## src/design/psr_pkg.sv

```systemverilog
// Shared constants, types and cosine helpers for the stencil residual core.
package psr_pkg;

    localparam int MAX_WIDTH      = 1024;
    localparam int ADDR_W         = $clog2(MAX_WIDTH);
    localparam int COS_TABLE_BITS = 8;
    localparam int COS_N          = 1 << COS_TABLE_BITS;
    localparam int COS_IDX_W      = COS_TABLE_BITS + 1;
    localparam int MAX_HEIGHT     = 4096;

    localparam logic [63:0] HALF_PI_Q30 = 64'd1686629713;
    localparam logic [63:0] ONE_Q30     = 64'd1 << 30;

    // Configuration register indexes.
    localparam logic [2:0] REG_GRID_WIDTH  = 3'd0;
    localparam logic [2:0] REG_GRID_HEIGHT = 3'd1;
    localparam logic [2:0] REG_STEP_X      = 3'd2;
    localparam logic [2:0] REG_STEP_Y      = 3'd3;
    localparam logic [2:0] REG_RATIO_YX    = 3'd4;
    localparam logic [2:0] REG_RATIO_XY    = 3'd5;
    localparam logic [2:0] REG_FORCING     = 3'd6;

    // Multiplier operand selects.
    localparam logic [2:0] MUL_XL = 3'd0;
    localparam logic [2:0] MUL_XH = 3'd1;
    localparam logic [2:0] MUL_YL = 3'd2;
    localparam logic [2:0] MUL_YH = 3'd3;
    localparam logic [2:0] MUL_CC = 3'd4;
    localparam logic [2:0] MUL_F  = 3'd5;

    // Accumulator operations.
    localparam logic [1:0] ACC_NONE = 2'd0;
    localparam logic [1:0] ACC_LOAD = 2'd1;
    localparam logic [1:0] ACC_HI   = 2'd2;
    localparam logic [1:0] ACC_SUB  = 2'd3;

    typedef logic [COS_N:0][24:0] cos_rom_t;

    typedef struct packed {
        logic       capture;
        logic       rd_ctr;
        logic       rd_east;
        logic       prep;
        logic [2:0] mul_op;
        logic [1:0] acc_op;
        logic       load_prev_res;
        logic       load_row_res;
    } psr_cmd_t;

    typedef struct packed {
        logic out_free;
        logic has_prev;
        logic last_row;
    } psr_status_t;

    // Quarter-wave table: Taylor series in Q2.30, clamped to [0,1], rounded to Q24.
    function automatic cos_rom_t build_cos_rom();
        cos_rom_t           rom;
        logic [63:0]        theta;
        logic [63:0]        x2;
        logic [63:0]        term;
        logic signed [63:0] sum;
        logic [63:0]        rounded;
        rom = '0;
        for (int k = 0; k <= COS_N; k++) begin
            theta = (HALF_PI_Q30 * 64'(k)) >> COS_TABLE_BITS;
            x2    = (theta * theta) >> 30;
            term  = ONE_Q30;
            sum   = $signed(ONE_Q30);
            for (int n = 1; n <= 10; n++) begin
                term = ((term * x2) >> 30) / 64'((2 * n - 1) * (2 * n));
                if ((n % 2) == 1) begin
                    sum = sum - $signed(term);
                end else begin
                    sum = sum + $signed(term);
                end
            end
            if (sum < 0) begin
                sum = 0;
            end
            if (sum > $signed(ONE_Q30)) begin
                sum = $signed(ONE_Q30);
            end
            rounded = ($unsigned(sum) + 64'd32) >> 6;
            rom[k]  = rounded[24:0];
        end
        return rom;
    endfunction

    localparam cos_rom_t COS_ROM = build_cos_rom();

    // Cosine of a 16-bit phase (turns/65536), signed Q24.
    function automatic logic signed [25:0] cos_q24(input logic [15:0] phase);
        logic [1:0]           quad;
        logic [COS_IDX_W-1:0] idx;
        logic [COS_IDX_W-1:0] ridx;
        logic signed [25:0]   direct;
        logic signed [25:0]   mirror;
        quad   = phase[15:14];
        idx    = {1'b0, phase[13 -: COS_TABLE_BITS]};
        ridx   = COS_IDX_W'(COS_N) - idx;
        direct = $signed({1'b0, COS_ROM[idx]});
        mirror = $signed({1'b0, COS_ROM[ridx]});
        case (quad)
            2'd0:    cos_q24 = direct;
            2'd1:    cos_q24 = -mirror;
            2'd2:    cos_q24 = -direct;
            default: cos_q24 = mirror;
        endcase
    endfunction

    function automatic logic signed [31:0] sat32(input logic signed [47:0] v);
        if (v > 48'sd2147483647) begin
            sat32 = 32'sh7FFFFFFF;
        end else if (v < -48'sd2147483648) begin
            sat32 = 32'sh80000000;
        end else begin
            sat32 = v[31:0];
        end
    endfunction

endpackage

```

## src/design/psr_ctrl.sv

```systemverilog
// Sequencing state machine for the stencil residual core.
module psr_ctrl
    import psr_pkg::*;
(
    input  logic        aclk,
    input  logic        aresetn,
    input  logic        s_tvalid,
    output logic        s_tready,
    input  psr_status_t status,
    output psr_cmd_t    cmd
);

    localparam logic [3:0] ST_IDLE = 4'd0;
    localparam logic [3:0] ST_RDC  = 4'd1;
    localparam logic [3:0] ST_RDE  = 4'd2;
    localparam logic [3:0] ST_PREP = 4'd3;
    localparam logic [3:0] ST_M1   = 4'd4;
    localparam logic [3:0] ST_M2   = 4'd5;
    localparam logic [3:0] ST_M3   = 4'd6;
    localparam logic [3:0] ST_M4   = 4'd7;
    localparam logic [3:0] ST_M5   = 4'd8;
    localparam logic [3:0] ST_M6   = 4'd9;
    localparam logic [3:0] ST_M7   = 4'd10;
    localparam logic [3:0] ST_OUT1 = 4'd11;
    localparam logic [3:0] ST_OUT2 = 4'd12;

    logic [3:0] state_reg;
    logic [3:0] state_next;

    assign s_tready = (state_reg == ST_IDLE);

    always_comb begin
        state_next = state_reg;
        cmd        = '0;
        cmd.mul_op = MUL_XL;
        cmd.acc_op = ACC_NONE;
        case (state_reg)
            ST_IDLE: begin
                if (s_tvalid) begin
                    cmd.capture = 1'b1;
                    state_next  = ST_RDC;
                end
            end
            ST_RDC: begin
                cmd.rd_ctr = 1'b1;
                state_next = ST_RDE;
            end
            ST_RDE: begin
                cmd.rd_east = 1'b1;
                state_next  = ST_PREP;
            end
            ST_PREP: begin
                cmd.prep   = 1'b1;
                state_next = ST_M1;
            end
            ST_M1: begin
                cmd.mul_op = MUL_XL;
                state_next = ST_M2;
            end
            ST_M2: begin
                cmd.mul_op = MUL_XH;
                cmd.acc_op = ACC_LOAD;
                state_next = ST_M3;
            end
            ST_M3: begin
                cmd.mul_op = MUL_YL;
                cmd.acc_op = ACC_HI;
                state_next = ST_M4;
            end
            ST_M4: begin
                cmd.mul_op = MUL_YH;
                cmd.acc_op = ACC_LOAD;
                state_next = ST_M5;
            end
            ST_M5: begin
                cmd.mul_op = MUL_CC;
                cmd.acc_op = ACC_HI;
                state_next = ST_M6;
            end
            ST_M6: begin
                cmd.mul_op = MUL_F;
                state_next = ST_M7;
            end
            ST_M7: begin
                cmd.acc_op = ACC_SUB;
                if (status.has_prev) begin
                    state_next = ST_OUT1;
                end else if (status.last_row) begin
                    state_next = ST_OUT2;
                end else begin
                    state_next = ST_IDLE;
                end
            end
            ST_OUT1: begin
                if (status.out_free) begin
                    cmd.load_prev_res = 1'b1;
                    state_next = status.last_row ? ST_OUT2 : ST_IDLE;
                end
            end
            ST_OUT2: begin
                if (status.out_free) begin
                    cmd.load_row_res = 1'b1;
                    state_next = ST_IDLE;
                end
            end
            default: begin
                state_next = ST_IDLE;
            end
        endcase
    end

    always_ff @(posedge aclk) begin
        if (!aresetn) begin
            state_reg <= ST_IDLE;
        end else begin
            state_reg <= state_next;
        end
    end

endmodule

```

## config.mk

```make
export PLATFORM = sky130hd
export DESIGN_NAME = psr_ctrl
export DESIGN_NICKNAME = d
export VERILOG_FILES = /design/src/design/psr_pkg.sv /design/src/design/psr_ctrl.sv
export SDC_FILE = /design/constraint.sdc
export NUM_CORES = 1
export LEC_CHECK = 0
export ABC_AREA = 1
export BUFFER_PORTS_ARGS = -buffer_cell sky130_fd_sc_hd__clkbuf_2
export CORE_MARGIN = 2
export CORE_UTILIZATION = 30
export CTS_BUF_LIST = sky130_fd_sc_hd__clkbuf_4
export DETAILED_ROUTE_END_ITERATION = 16
export GPL_ROUTABILITY_DRIVEN = 1
export PLACE_DENSITY = 0.56
export SLEW_MARGIN = 20
export SYNTH_ARGS = -nofsm -noshare
export SYNTH_HDL_FRONTEND = slang
export SYNTH_SLANG_ARGS = --single-unit
```

## constraint.sdc

```tcl
create_clock -name aclk -period 1.1 [get_ports aclk]
set_clock_uncertainty 0.2 [all_clocks]
set_input_delay 0.165 -clock aclk [delete_from_list [all_inputs] [get_ports aclk]]
set_output_delay 0.165 -clock aclk [all_outputs]
set_load 0.1 [all_outputs]
```

Word level (Yosys, flattened, before mapping)
Index checks and enable logic that the tools add are counted.
{"block": "word_totals", "ff_bits": 4, "in_bits": 6, "word_cells": 36, "out_inout_bits": 12}
{"block": "classes", "n_mux": 16, "n_eq_ne": 15, "reduce_logical": 4}
{"cell": "$pmux 4 s13", "n": 1}
{"cell": "$eq 4x4->1 const B", "n": 5}
{"cell": "$mux 4", "n": 5}
{"cell": "$eq 4x3->1 const B", "n": 4}
{"cell": "$pmux 3 s5", "n": 1}
{"cell": "$eq 4x2->1 const B", "n": 2}
{"cell": "$mux 1", "n": 8}
{"cell": "$ne 2x2->1 const B", "n": 3}
{"cell": "$pmux 2 s3", "n": 1}
{"cell": "$eq 4x1->1 const B", "n": 1}
{"cell": "$logic_not 4->1", "n": 1}
{"cell": "$reduce_or 2->1", "n": 2}
{"cell": "$reduce_and 3->1", "n": 1}

Depth between registers and ports, before layout
{"block": "logic_depth", "word_depth": 3, "mapped_depth": 8}

Worst setup path before layout
No wires, ideal clock.
{"block": "synth_timing", "kind": "reg-to-output", "from": "reg state_reg[3]", "to": "out cmd[9] (netlist bit)", "n_path_buf": 0, "stages_incl_launch_ff": 4, "t_arrival_ns": 2.596, "path_slack_ns": -1.861, "path_cell_list": "dfxtp_1 -> nor2_1 -> inv_1 -> nor3_1"}
{"item": "from (decl)", "line": "psr_ctrl.sv:27", "text": "logic [3:0] state_reg;"}
{"item": "from (signal assigned)", "line": "psr_ctrl.sv:116", "text": "state_reg <= state_next;"}
{"item": "to (decl)", "line": "psr_ctrl.sv:10", "text": "output psr_cmd_t cmd"}

==> reports/summary.txt <==
Clock power share - 22.1%
Worst slack, placed - -0.352 ns
Peak VDD IR - 1260 uV
Flop pwr share - 18.1%
Remaining DRCs - 0
Cts bufs inserted - 3
Final Max Tran Viols - 0
Largest net degree at the start of global routing - 7
Setup crit start kind - flip-flop
Hpwl dp - 1140 um
Worst-path cell chain - inv_2 > nor2_4 > nand2_4 > a21oi_4 > buf_12
Clock slew at the register clock pins of the worst setup and hold paths - 0.04 ns
Biggest area consumer among synthesized cells - nand2_1
Pint - 0.555 mW
Final Hold Viols - 0
Pleak - 0.498 nW
Max FO, Critical Path - 5
Crit-path leading delay family - flip-flops
Top cells by count, synth - nand2_1 (27), inv_1 (19), nor2_1 (13), nand3_1 (5), dfxtp_1 (4)
Average cell area after synthesis - 5.16 um2
Status - finished with violations
Average wire per standard cell - 11.2 um
Final WS setup - -0.534 ns
Worst Path Buf+Inv - 2
Remaining antenna violation count - 0
PnR Total Power - 1.04 mW
Final WL - 1490 um
Slowest-stage cell, CP - dfxtp_4
Die Wd - 41.1 um
Vias in the first global route - 511
Max Clock Freq - 612 MHz
Cell Area, Synth - 413 um2
Gate power share - 59.8%
Flops & latches, synth - 4
Failing checks - negative setup slack
Drt pass-1 iters - 4
Root buffer cell - clkbuf_4
Total gr overflow - 0
Period minus WS final - 1.63 ns
PortBufs - 17
Total GRT Usage - 19.1%
Vias per cell - 4.53
Count leader, synth - nand2_1
Crit path arrival time - 1.27 ns
Die Span Y - 41.1 um
Sw Ratio - 46.6%
Via Count - 603
Total core area - 1300 um2
Initial DRC count - 16
Area delta synth->final - 161%
Crit end category - output port
Seq/Total Area, Yosys - 19.4%
Pwr/cell area - 964 nW/um2
CTS tree - built
Row count - 13
Post-synth EDFFs - 0
Max cap viols - 0
Max reg flops - 4
Syn_nets - 86
H-tree levels - 1
Initial Utilization - 31.7%
Final Net Count - 125
Switching power - 0.484 mW
Antenna fix cells - 0
Post-synth top area share - 24.5%
Final setup vio count - 16
Ys Warns - 0
Max-Slew Margin vs Limit - 80.5%
Top FF cell, synth - dfxtp_1
Critical path type - reg -> out
Max clock buf depth - 2
Clock Latency Late Sink - 0.24 ns
Dominant cells by area after synthesis - nand2_1 (25%), dfxtp_1 (19%), inv_1 (17%)
Die ar. - 1690 um2
CP required - 0.73 ns
Layout cells sized above 1 - 67.8%
Cells after Synth - 80
Slew @ Worst Pin - 0.293 ns
Hold crit path type - in -> reg
Initial antenna violation count - 0
Async SR Flop Fraction - 0%
# IOs - 18
Gpl congestion - 0.799
TritonCTS Sinks - 4
First-pass GRT wire length - 2040 um
Crit path largest cell delay - 0.39 ns
Netlist cell types - 13
Tcrit/Tclk final - 149%
RSZ-0062 raised after global routing - true
==> cell type report <==
| class | count | area (um2) |
|---|---|---|
| Fill cell | 83 | 223 |
| Tap cell | 15 | 18.8 |
| Inverter | 20 | 101 |
| Multi-Input combinational cell | 56 | 422 |
| Sequential cell | 4 | 95.1 |
| Timing Repair Buffer | 34 | 412 |
| Clock buffer | 4 | 30.0 |
==> per-stage QoR <==
stage	area, um2	utilization (%)	hold WS, ns	instances	setup TNS, ns
floorplan	564	-	0.0620	80	-5.70
global placement	936	71.9	0.170	122	-3.78
detailed placement	936	71.9	0.173	122	-4.14
CTS	1040	79.6	0.138	131	-6.91
global route	1080	82.9	0.172	133	-7.65
finish	1080	82.9	0.140	133	-6.83
==> metal layers <==
layer	GRT usage (%)	share of wire, %
met1	21.2	42
met2	34.4	53
met3	1.63	3.0
met4	12.1	1.7
met5	0	0
==> kinds of logic (layout without fill, tap and decap cells) <==
family | count (synthesis) | after routing | share of synthesized area [%]
and+or+nand+nor | 49 | 49 | 51.5
buffers and inverters | 20 | 58 | 18.2
AOI/OAI and AO/OA | 7 | 7 | 10.9
DFF | 4 | 4 | 19.4
==> worst paths after layout <==
kind / from / endpoint / slack (ns) / cells past startpoint
setup / recovery: state_reg[3] / cmd[4] / -0.53 / 5
setup reg to reg: state_reg[3] / state_reg[3] / -0.40 / 10
hold / removal: status[0] / state_reg[2] / 0.14 / 5
hold reg to reg: state_reg[3] / state_reg[2] / 0.46 / 4
==> worst min-delay path, cell delays in order <==
cell and delay (ns):
clkbuf_2 0.09, nand3_2 0.08, nand3_2 0.09, nand2_2 0.07
a21oi_2 0.04
==> repair_timing <==
item                       in CTS  in global routing
gates cloned                    0                  0
setup buffers                   4                  2
hold buffers                    1                  0
hold endpoints to repair        4                  0
pin swaps                       8                  6
setup endpoints to repair      16                 16
gates resized for setup        10                  8
==> layout by cell type, fill, tap and decap left out, drive strengths merged, types with 2 or more instances in the layout <==
master,n
clkbuf,9
nor2,14
nand3,6
clkinvlp,3
nand2,28
o22ai,2
inv,17
dfxtp,4
buf,28
a21oi,5
==> power groups by stage <==
stage          registers, mW  clock network (mW)  logic [mW]
2_1_floorplan          0.190                   0       0.363
3_3_place_gp           0.186                   0       0.572
3_5_place_dp           0.187                   0       0.580
4_1_cts                0.186               0.235       0.614
5_1_grt                0.191               0.238       0.652
6_report               0.188               0.229       0.622
Power figures use the tool's default switching activity.
